### src/hdl/rpn_pkg.sv
`timescale 1ns / 1ps

package rpn_pkg;

    // Datapath and field widths
    localparam int DATA_W   = 8;
    localparam int STATUS_W = 2;
    localparam int LIMIT_W  = 5;
    localparam int APB_W    = 32;
    localparam int ADDR_W   = 3;

    // Defaults
    localparam int DEF_STACK_DEPTH = 16;
    localparam logic [LIMIT_W-1:0] LIMIT_RESET = 5'd16;

    // Register map: word index taken from paddr[ADDR_W-1:2]
    localparam logic [ADDR_W-3:0] REG_STACK_LIMIT = 1'b0;

    // Result status codes
    localparam logic [STATUS_W-1:0] ST_OK       = 2'd0;
    localparam logic [STATUS_W-1:0] ST_EMPTY    = 2'd1;
    localparam logic [STATUS_W-1:0] ST_OVERFLOW = 2'd2;

    // Token characters
    localparam logic [DATA_W-1:0] CH_ZERO  = 8'd48;
    localparam logic [DATA_W-1:0] CH_NINE  = 8'd57;
    localparam logic [DATA_W-1:0] CH_PLUS  = 8'd43;
    localparam logic [DATA_W-1:0] CH_MINUS = 8'd45;
    localparam logic [DATA_W-1:0] CH_STAR  = 8'd42;
    localparam logic [DATA_W-1:0] CH_SLASH = 8'd47;

    // Divider step counter width
    localparam int DIV_STEP_W = $clog2(DATA_W);

    typedef enum logic [1:0] {
        OP_ADD,
        OP_SUB,
        OP_MUL,
        OP_DIV
    } t_op;

    typedef enum logic [3:0] {
        S_IDLE,
        S_POP_END,
        S_END_OUT,
        S_POP_A,
        S_POP_B,
        S_EXEC,
        S_DIV,
        S_PUSH,
        S_EMIT
    } t_state;

endpackage

### src/hdl/rpn_digit_stack_calculator.sv
`timescale 1ns / 1ps

// RPN digit stack calculator.
// Input channel (i_in_valid / o_in_ready) takes one ASCII character per
// transaction, or an end marker (i_is_end). Digits push 0..9, + - * / pop two
// values and push the 8-bit wrapped result. The end marker pops the top value
// and sends it on the output channel (o_out_valid / i_out_ready) with status
// ok; an empty-stack pop or a push past the limit sends 0 with an error status
// and clears the stack. Other characters produce no transaction.
// Characters are handled by a sequencer around the single read port of the
// stack memory; a divide makes eight passes through the shared subtractor,
// and an end marker also loads the output register. A zero divisor drops
// both operands and pushes nothing.
// The block takes a new character only when its sequencer is idle; a finished
// result waits in the output register, and further characters are still
// taken until another result is due while the first is stalled.
// stack_limit is written over the APB port at address 0 (reset 16).
// Reset (synchronous, active low) empties the stack and drops any pending
// output; stack contents need no clearing.

module rpn_digit_stack_calculator #(
    parameter int STACK_DEPTH = rpn_pkg::DEF_STACK_DEPTH
) (
    input  logic                               i_clk,
    input  logic                               i_rst_n,
    // input channel
    input  logic                               i_in_valid,
    output logic                               o_in_ready,
    input  logic [rpn_pkg::DATA_W-1:0]         i_token_char,
    input  logic                               i_is_end,
    // output channel
    output logic                               o_out_valid,
    input  logic                               i_out_ready,
    output logic signed [rpn_pkg::DATA_W-1:0]  o_result_value,
    output logic [rpn_pkg::STATUS_W-1:0]       o_status,
    // configuration port
    input  logic                               psel,
    input  logic                               penable,
    input  logic                               pwrite,
    input  logic [rpn_pkg::ADDR_W-1:0]         paddr,
    input  logic [rpn_pkg::APB_W-1:0]          pwdata,
    output logic [rpn_pkg::APB_W-1:0]          prdata,
    output logic                               pready
);

    localparam int DW    = rpn_pkg::DATA_W;
    localparam int CNT_W = $clog2(STACK_DEPTH + 1);
    localparam int AW    = $clog2(STACK_DEPTH);
    localparam int CMP_W = (CNT_W > rpn_pkg::LIMIT_W) ? CNT_W : rpn_pkg::LIMIT_W;

    rpn_pkg::t_state r_state, n_state;
    rpn_pkg::t_op    r_op, n_op;

    logic [rpn_pkg::LIMIT_W-1:0]  r_limit, n_limit;
    logic [CNT_W-1:0]             r_count, n_count;
    logic [DW-1:0]                r_a, n_a;
    logic [DW-1:0]                r_res, n_res;
    logic [rpn_pkg::STATUS_W-1:0] r_stat, n_stat;
    logic [DW-1:0]                r_dvd, n_dvd;
    logic [DW-1:0]                r_dvs, n_dvs;
    logic [DW-1:0]                r_rem, n_rem;
    logic                         r_neg, n_neg;
    logic [rpn_pkg::DIV_STEP_W-1:0] r_step, n_step;

    logic                         r_out_valid, n_out_valid;
    logic [DW-1:0]                r_out_value, n_out_value;
    logic [rpn_pkg::STATUS_W-1:0] r_out_status, n_out_status;

    // stack memory
    logic [DW-1:0] r_mem [STACK_DEPTH];
    logic [DW-1:0] r_rd_data;
    logic [CNT_W-1:0] w_top;
    logic [AW-1:0]    w_rd_idx;
    logic [AW-1:0]    w_wr_idx;
    logic             w_mem_we;

    logic          w_in_fire;
    logic          w_cfg_wr;
    logic          w_can_push;
    logic [DW-1:0] w_b;
    logic [DW-1:0] w_abs_a;
    logic [DW-1:0] w_abs_b;
    logic [DW:0]   w_shift;
    logic          w_qbit;
    logic [DW-1:0] w_quot;

    assign o_in_ready     = (r_state == rpn_pkg::S_IDLE);
    assign w_in_fire      = i_in_valid && o_in_ready;
    assign o_out_valid    = r_out_valid;
    assign o_result_value = r_out_value;
    assign o_status       = r_out_status;

    // APB access: always ready, single register
    assign pready   = 1'b1;
    assign w_cfg_wr = psel && penable && pwrite
                      && (paddr[rpn_pkg::ADDR_W-1:2] == rpn_pkg::REG_STACK_LIMIT);
    assign prdata   = (paddr[rpn_pkg::ADDR_W-1:2] == rpn_pkg::REG_STACK_LIMIT)
                      ? rpn_pkg::APB_W'(r_limit) : '0;

    always_comb begin
        n_limit = w_cfg_wr ? pwdata[rpn_pkg::LIMIT_W-1:0] : r_limit;
    end

    // Stack addressing: read the current top, write one above it
    assign w_top    = r_count - CNT_W'(1);
    assign w_rd_idx = w_top[AW-1:0];
    assign w_wr_idx = r_count[AW-1:0];
    assign w_can_push = (CMP_W'(r_count) < CMP_W'(r_limit))
                        && (CMP_W'(r_count) < CMP_W'(STACK_DEPTH));

    // Operand b arrives from the memory read register
    assign w_b     = r_rd_data;
    assign w_abs_a = r_a[DW-1] ? (~r_a + DW'(1)) : r_a;
    assign w_abs_b = w_b[DW-1] ? (~w_b + DW'(1)) : w_b;

    // Shared restoring divider step: one quotient bit per cycle
    assign w_shift = {r_rem, r_dvd[DW-1]};
    assign w_qbit  = (w_shift >= {1'b0, r_dvs});
    assign w_quot  = {r_dvd[DW-2:0], w_qbit};

    // Sequencer: next state and datapath
    always_comb begin
        n_state      = r_state;
        n_op         = r_op;
        n_count      = r_count;
        n_a          = r_a;
        n_res        = r_res;
        n_stat       = r_stat;
        n_dvd        = r_dvd;
        n_dvs        = r_dvs;
        n_rem        = r_rem;
        n_neg        = r_neg;
        n_step       = r_step;
        n_out_valid  = r_out_valid;
        n_out_value  = r_out_value;
        n_out_status = r_out_status;
        w_mem_we     = 1'b0;

        // drop the output once taken
        if (r_out_valid && i_out_ready) begin
            n_out_valid = 1'b0;
        end

        case (r_state)
            rpn_pkg::S_IDLE: begin
                if (w_in_fire) begin
                    if (i_is_end) begin
                        if (r_count == '0) begin
                            n_res   = '0;
                            n_stat  = rpn_pkg::ST_EMPTY;
                            n_state = rpn_pkg::S_EMIT;
                        end else begin
                            n_state = rpn_pkg::S_POP_END;
                        end
                    end else begin
                        case (i_token_char) inside
                            [rpn_pkg::CH_ZERO:rpn_pkg::CH_NINE]: begin
                                n_res   = i_token_char - rpn_pkg::CH_ZERO;
                                n_state = rpn_pkg::S_PUSH;
                            end
                            rpn_pkg::CH_PLUS, rpn_pkg::CH_MINUS,
                            rpn_pkg::CH_STAR, rpn_pkg::CH_SLASH: begin
                                case (i_token_char)
                                    rpn_pkg::CH_PLUS:  n_op = rpn_pkg::OP_ADD;
                                    rpn_pkg::CH_MINUS: n_op = rpn_pkg::OP_SUB;
                                    rpn_pkg::CH_STAR:  n_op = rpn_pkg::OP_MUL;
                                    default:           n_op = rpn_pkg::OP_DIV;
                                endcase
                                if (r_count == '0) begin
                                    n_res   = '0;
                                    n_stat  = rpn_pkg::ST_EMPTY;
                                    n_state = rpn_pkg::S_EMIT;
                                end else begin
                                    n_state = rpn_pkg::S_POP_A;
                                end
                            end
                            default: begin
                                n_state = rpn_pkg::S_IDLE;
                            end
                        endcase
                    end
                end
            end

            // read the top value, then clear the stack
            rpn_pkg::S_POP_END: begin
                n_count = '0;
                n_state = rpn_pkg::S_END_OUT;
            end

            rpn_pkg::S_END_OUT: begin
                n_res   = r_rd_data;
                n_stat  = rpn_pkg::ST_OK;
                n_state = rpn_pkg::S_EMIT;
            end

            // pop operand a
            rpn_pkg::S_POP_A: begin
                n_count = w_top;
                n_state = rpn_pkg::S_POP_B;
            end

            // hold a, pop operand b
            rpn_pkg::S_POP_B: begin
                n_a = r_rd_data;
                if (r_count == '0) begin
                    n_res   = '0;
                    n_stat  = rpn_pkg::ST_EMPTY;
                    n_state = rpn_pkg::S_EMIT;
                end else begin
                    n_count = w_top;
                    n_state = rpn_pkg::S_EXEC;
                end
            end

            // add, subtract and multiply directly, or load the divider; a zero divisor returns to idle
            rpn_pkg::S_EXEC: begin
                case (r_op)
                    rpn_pkg::OP_ADD: begin
                        n_res   = w_b + r_a;
                        n_state = rpn_pkg::S_PUSH;
                    end
                    rpn_pkg::OP_SUB: begin
                        n_res   = w_b - r_a;
                        n_state = rpn_pkg::S_PUSH;
                    end
                    rpn_pkg::OP_MUL: begin
                        n_res   = w_b * r_a;
                        n_state = rpn_pkg::S_PUSH;
                    end
                    default: begin
                        if (r_a == '0) begin
                            n_state = rpn_pkg::S_IDLE;
                        end else begin
                            n_dvd   = w_abs_b;
                            n_dvs   = w_abs_a;
                            n_rem   = '0;
                            n_neg   = w_b[DW-1] ^ r_a[DW-1];
                            n_step  = '0;
                            n_state = rpn_pkg::S_DIV;
                        end
                    end
                endcase
            end

            // advance the divider one bit
            rpn_pkg::S_DIV: begin
                n_rem  = w_qbit ? DW'(w_shift - {1'b0, r_dvs}) : w_shift[DW-1:0];
                n_dvd  = w_quot;
                n_step = r_step + rpn_pkg::DIV_STEP_W'(1);
                if (r_step == rpn_pkg::DIV_STEP_W'(DW - 1)) begin
                    n_res   = r_neg ? (~w_quot + DW'(1)) : w_quot;
                    n_state = rpn_pkg::S_PUSH;
                end
            end

            // push the result, or report overflow
            rpn_pkg::S_PUSH: begin
                if (w_can_push) begin
                    w_mem_we = 1'b1;
                    n_count  = r_count + CNT_W'(1);
                    n_state  = rpn_pkg::S_IDLE;
                end else begin
                    n_count = '0;
                    n_res   = '0;
                    n_stat  = rpn_pkg::ST_OVERFLOW;
                    n_state = rpn_pkg::S_EMIT;
                end
            end

            // load the output register once it is free; errors also clear the stack
            rpn_pkg::S_EMIT: begin
                if (r_stat != rpn_pkg::ST_OK) begin
                    n_count = '0;
                end
                if (!r_out_valid || i_out_ready) begin
                    n_out_valid  = 1'b1;
                    n_out_value  = r_res;
                    n_out_status = r_stat;
                    n_state      = rpn_pkg::S_IDLE;
                end
            end

            default: begin
                n_state = rpn_pkg::S_IDLE;
            end
        endcase
    end

    // State register
    always_ff @(posedge i_clk) begin
        if (!i_rst_n) begin
            r_state <= rpn_pkg::S_IDLE;
        end else begin
            r_state <= n_state;
        end
    end

    // Control registers
    always_ff @(posedge i_clk) begin
        if (!i_rst_n) begin
            r_limit     <= rpn_pkg::LIMIT_RESET;
            r_count     <= '0;
            r_out_valid <= 1'b0;
            r_step      <= '0;
        end else begin
            r_limit     <= n_limit;
            r_count     <= n_count;
            r_out_valid <= n_out_valid;
            r_step      <= n_step;
        end
    end

    // Payload registers
    always_ff @(posedge i_clk) begin
        r_op         <= n_op;
        r_a          <= n_a;
        r_res        <= n_res;
        r_stat       <= n_stat;
        r_dvd        <= n_dvd;
        r_dvs        <= n_dvs;
        r_rem        <= n_rem;
        r_neg        <= n_neg;
        r_out_value  <= n_out_value;
        r_out_status <= n_out_status;
    end

    // Stack memory: one write port, one registered read port at the top
    always_ff @(posedge i_clk) begin
        if (w_mem_we) begin
            r_mem[w_wr_idx] <= r_res;
        end
        r_rd_data <= r_mem[w_rd_idx];
    end

    // Checks
    a_count_bound: assert property (@(posedge i_clk) disable iff (!i_rst_n)
        r_count <= CNT_W'(STACK_DEPTH))
        else $error("stack count beyond depth");

    a_push_in_range: assert property (@(posedge i_clk) disable iff (!i_rst_n)
        w_mem_we |-> (CMP_W'(r_count) < CMP_W'(r_limit)) && (r_count < CNT_W'(STACK_DEPTH)))
        else $error("push past effective limit");

    a_div_nonzero: assert property (@(posedge i_clk) disable iff (!i_rst_n)
        (r_state == rpn_pkg::S_DIV) |-> (r_dvs != '0))
        else $error("divider running with zero divisor");

    a_end_clears: assert property (@(posedge i_clk) disable iff (!i_rst_n)
        (r_state == rpn_pkg::S_END_OUT) |-> (r_count == '0))
        else $error("stack not cleared after end marker");

    a_emit_free: assert property (@(posedge i_clk) disable iff (!i_rst_n)
        (r_state == rpn_pkg::S_EMIT) && r_out_valid && !i_out_ready
        |=> (r_state == rpn_pkg::S_EMIT) && $stable(r_out_value))
        else $error("pending result overwritten");

endmodule

### config.mk
export PLATFORM = sky130hd
export DESIGN_NAME = rpn_digit_stack_calculator
export DESIGN_NICKNAME = d
export VERILOG_FILES = /design/src/hdl/rpn_pkg.sv /design/src/hdl/rpn_digit_stack_calculator.sv
export SDC_FILE = /design/constraint.sdc
export NUM_CORES = 1
export LEC_CHECK = 0
export ABC_CLOCK_PERIOD_IN_PS = 9150
export BUFFER_PORTS_ARGS = -buffer_cell sky130_fd_sc_hd__buf_4
export CAP_MARGIN = 20
export CORE_MARGIN = 3
export CORE_UTILIZATION = 40
export CTS_BUF_LIST = sky130_fd_sc_hd__clkbuf_4
export DETAILED_ROUTE_END_ITERATION = 8
export PLACE_DENSITY_LB_ADDON = 0.1
export SETUP_SLACK_MARGIN = 0.5
export SKIP_CTS_REPAIR_TIMING = 1
export SLEW_MARGIN = 20
export SYNTH_ARGS = -nofsm -noshare
export SYNTH_HDL_FRONTEND = slang
export SYNTH_SLANG_ARGS = --single-unit
export TNS_END_PERCENT = 30
### constraint.sdc
create_clock -name i_clk -period 9.15 [get_ports i_clk]
set_input_delay 1.3725 -clock i_clk [delete_from_list [all_inputs] [get_ports i_clk]]
set_output_delay 1.3725 -clock i_clk [all_outputs]
set_load 0.02 [all_outputs]
==> results.py <==
metrics = {
    "clock_tree": {
        "cts_tree": "done",
        "cts_buffer_depth": 3,
        "cts.sinks": 209,
        "clk_pin_slew_worst_paths_ns": 0.08,
        "clk_latency_ns": 0.70,
        "cts_made_buffers": 56,
        "cts-root-buf": "clkbuf_4",
        "htreeDepth": 2,
    },
    "worst_hold_path": {
        "min_from": "r_stat[0]$_DFFE_PP_",
        "holdPathStages": 0,
        "worstHoldPathType": "flip-flop to flip-flop",
        "whs_endpoint": "o_status[0]$_DFFE_PP_",
    },
    "flow_run": {
        "maxCapViolations": 0,
    },
    "setup_path": {
        "critPathMaxStageDelay_ns": 0.68,
        "timing.rr.end": "r_res[7]$_DFFE_PP_",
        "crit_chain": "nand2_1, fa_1, inv_1, ha_1, inv_1, fa_1, fa_1, inv_1, ha_1, a21oi_1, xnor2_1, xnor2_1, a32oi_1, nand4_1",
        "r2r-start": "r_rd_data[2]$_DFF_P_",
        "timing_worst_setup_path_type": "flip-flop to flip-flop",
        "end_kind": "flip-flop",
        "crit_arrival_ns": 4.67,
        "crit_path_start_kind": "flip-flop",
        "r2r_slack_ns": 4.88,
        "worstPathRequired_ns": 9.54,
        "r2r_cells": 14,
        "worst_path_max_delay_cell": "dfxtp_1",
        "cp_max_fo": 12,
    },
    "cells_and_area": {
        "syn2layout_area_growth_pct": 12.03,
        "layout_common_cells": "edfxtp_1 (183), clkbuf_4 (79), nor2_1 (76), nand2_1 (76), ha_1 (52)",
        "final_common_cell": "edfxtp_1",
        "nNetsFinal": 1073,
        "final_layout_size_suffix_gt1_share_pct": 18.33,
    },
    "pwr": {
        "sw_frac_of_total_pct": 26.92,
        "p_int_w": 0.001647,
        "power.switching_w": 0.0006067,
        "max-vdd-ir-drop_mv": 0.1070,
        "power_density_nw_per_um2": 181.4,
        "p_seq_share_pct": 49.5,
        "combPwrFrac_pct": 12.4,
        "leakage_nw": 4.528,
        "clkPwrFrac_pct": 38.2,
    },
    "die": {
        "core_um2": 27100,
        "ios": 96,
        "dieHeight_um": 172.5,
        "rows": 60,
        "die_w_um": 172.5,
        "dieArea_um2": 29750,
        "start_util_pct": 40.91,
    },
    "route": {
        "via_count": 7004,
        "drcViolationCount": 0,
        "antenna_left": 0,
        "dr.pass1.iters": 5,
        "via_per_inst": 5.086,
        "routedWlPerCell_um": 18.78,
        "wirelength_mm": 25.87,
        "drtIter0Drc": 406,
    },
    "place": {
        "dp_hpwl_mm": 17.60,
        "place.port_buffers": 38,
        "place.gp.congestion": 0.7840,
        "place_ws_ns": 4.852,
    },
    "timing": {
        "slew_headroom_pct": 30.59,
        "rsz0062_at_grt": "false",
        "worst_slew_pin_slew_ns": 1.039,
        "layout_setup_ws_ns": 4.876,
        "max_freq_mhz": 234.0,
        "finalCriticalPeriod_ns": 4.274,
        "drv_slew": 0,
        "period_share_pct": 46.71,
        "finalSetupTns_ns": 0,
        "finalHoldViolCount": 0,
        "finalClockSkew_ns": 0.07042,
        "setup_viol": 0,
    },
    "synthesis": {
        "yosys_warnings": 0,
        "ys_types": 65,
        "synthCells": 886,
        "yosysTopAreaCell": "edfxtp_1",
        "yosysSeqAreaShare_pct": 54.26,
        "syn_avg_cell_area_um2": 12.51,
        "synthFlopType": "edfxtp_1",
        "synth_edf_count": 183,
        "async_flop_share_pct": 0,
        "ys_ff_latch": 209,
        "synthDominantCellAreaShare_pct": 49.57,
        "synthesis.area_um2": 11090,
        "synthTopCellsByArea": "edfxtp_1 (50%), mux4_2 (7.1%), ha_1 (5.9%), dfxtp_1 (4.7%), xnor2_1 (2.8%)",
    },
    "global_routing": {
        "grt_antenna_before_repair": 1,
        "overflow": 0,
        "grt_usage_pct": 17.85,
        "grt_pass1_vias": 7045,
        "grt_max_degree": 41,
        "grt_pass1_wl_mm": 40.37,
    },
    "run_status": {
        "status": "complete, no violations",
    },
}
[cell usage after synthesis (all sizes together) (11+ instances only)]
library cell and number:
a21oi 33, and2 19, buf 42, clkbuf 23
dfxtp 26, edfxtp 183, fa 14, ha 52
inv 52, mux2i 11, mux4 40, nand2 76
nand2b 12, nand3 21, nor2 77, nor2b 13
nor3 11, o21ai 34, xnor2 36, xor2 14
[worst max-delay path: cells and delay by family (launching register included)]
kind / cells / cell delay [ns]
buffers and inverters: 3 / 0.14
AO/OA/AOI/OAI: 2 / 0.38
adder cells (fa/ha/maj): 5 / 2.21
flip-flops: 1 / 0.68
AND/OR/NAND/NOR: 2 / 0.28
XOR/XNOR: 2 / 0.30
[routing by layer]
| metal | share of wire [%] | GRT usage [%] | wire length [um] | vias up |
|---|---|---|---|---|
| met5 | 0 | 0 | 0 | - |
| met4 | 2.1 | 5.137 | 532 | 0 |
| met3 | 3.7 | 3.109 | 968 | 47 |
| met2 | 49 | 29.78 | 12590 | 143 |
| met1 | 46 | 24.10 | 11770 | 3440 |
| li1 | - | - | - | 3374 |
[registers in the layout, indices dropped and copies added, names as in the netlist, 3 cells and up]
register,count
o_result_value,8
r_a,8
r_count,5
r_dvd,8
r_dvs,8
r_limit,5
r_mem,128
r_rd_data,8
r_rem,8
r_res,8
r_state,4
r_step,3
[cell type report]
| cell class | count | area [um2] |
|---|---|---|
| fillers | 2528 | 14680 |
| flip-flops and latches | 209 | 6017 |
| multi-input cells | 585 | 4583 |
| clock buffers | 79 | 593.1 |
| well taps | 372 | 465.4 |
| repair buffers | 51 | 382.9 |
| inverters | 53 | 198.9 |
| clock inverters | 27 | 177.7 |
| diodes | 1 | 2.502 |
[power by group through the flow]
stage / logic, W / clock network, W / registers (W)
final: 0.000278 / 0.000860 / 0.00111
after global routing: 0.000314 / 0.000948 / 0.00112
after floorplan: 0.000221 / 0 / 0.00110
after detailed placement: 0.000281 / 0 / 0.00114
after CTS: 0.000284 / 0.000896 / 0.00112
after global placement: 0.000282 / 0 / 0.00113
[how the worst max path moves through the flow]
stage                                    start            endpoint  slack, ns  depth (start not counted)
after global routing      r_rd_data[2]$_DFF_P_  r_res[7]$_DFFE_PP_       4.52                         14
after global placement    r_rd_data[2]$_DFF_P_  r_res[7]$_DFFE_PP_       4.88                         14
after floorplan               r_a[4]$_DFFE_PP_  r_res[7]$_DFFE_PP_       5.29                         14
after CTS                 r_rd_data[2]$_DFF_P_  r_res[7]$_DFFE_PP_       4.76                         14
after detailed placement  r_rd_data[2]$_DFF_P_  r_res[7]$_DFFE_PP_       4.85                         14
final                     r_rd_data[2]$_DFF_P_  r_res[7]$_DFFE_PP_       4.88                         14
[cells by family (layout without fill, tap and decap cells)]
logic type / Yosys count / after routing / share of synthesized area [%]
adder cells (fa/ha/maj): 66 / 66 / 8.396
multiplexers: 51 / 51 / 9.288
AND/OR/NAND/NOR: 255 / 255 / 10.82
AO/OA/AOI/OAI: 135 / 135 / 7.934
other: 2 / 29 / 0.06774
buffers and inverters: 118 / 210 / 5.281
flip-flops: 209 / 209 / 54.26
XOR/XNOR: 50 / 50 / 3.950
[through the flow]
stage / cell area [um2] / instances / power [W] / hold WS, ns / util (%)
after floorplan: 11180 / 912 / 0.001325 / 0.4029 / -
after global placement: 11650 / 1270 / 0.001417 / 0.4432 / 42.98
after detailed placement: 11650 / 1270 / 0.001417 / 0.4516 / 42.98
after CTS: 12420 / 1376 / 0.002295 / 0.4662 / 45.82
after global routing: 12420 / 1377 / 0.002381 / 0.4748 / 45.83
final: 12420 / 1377 / 0.002254 / 0.4651 / 45.83
Note: power is estimated with default switching activity, not from simulation.
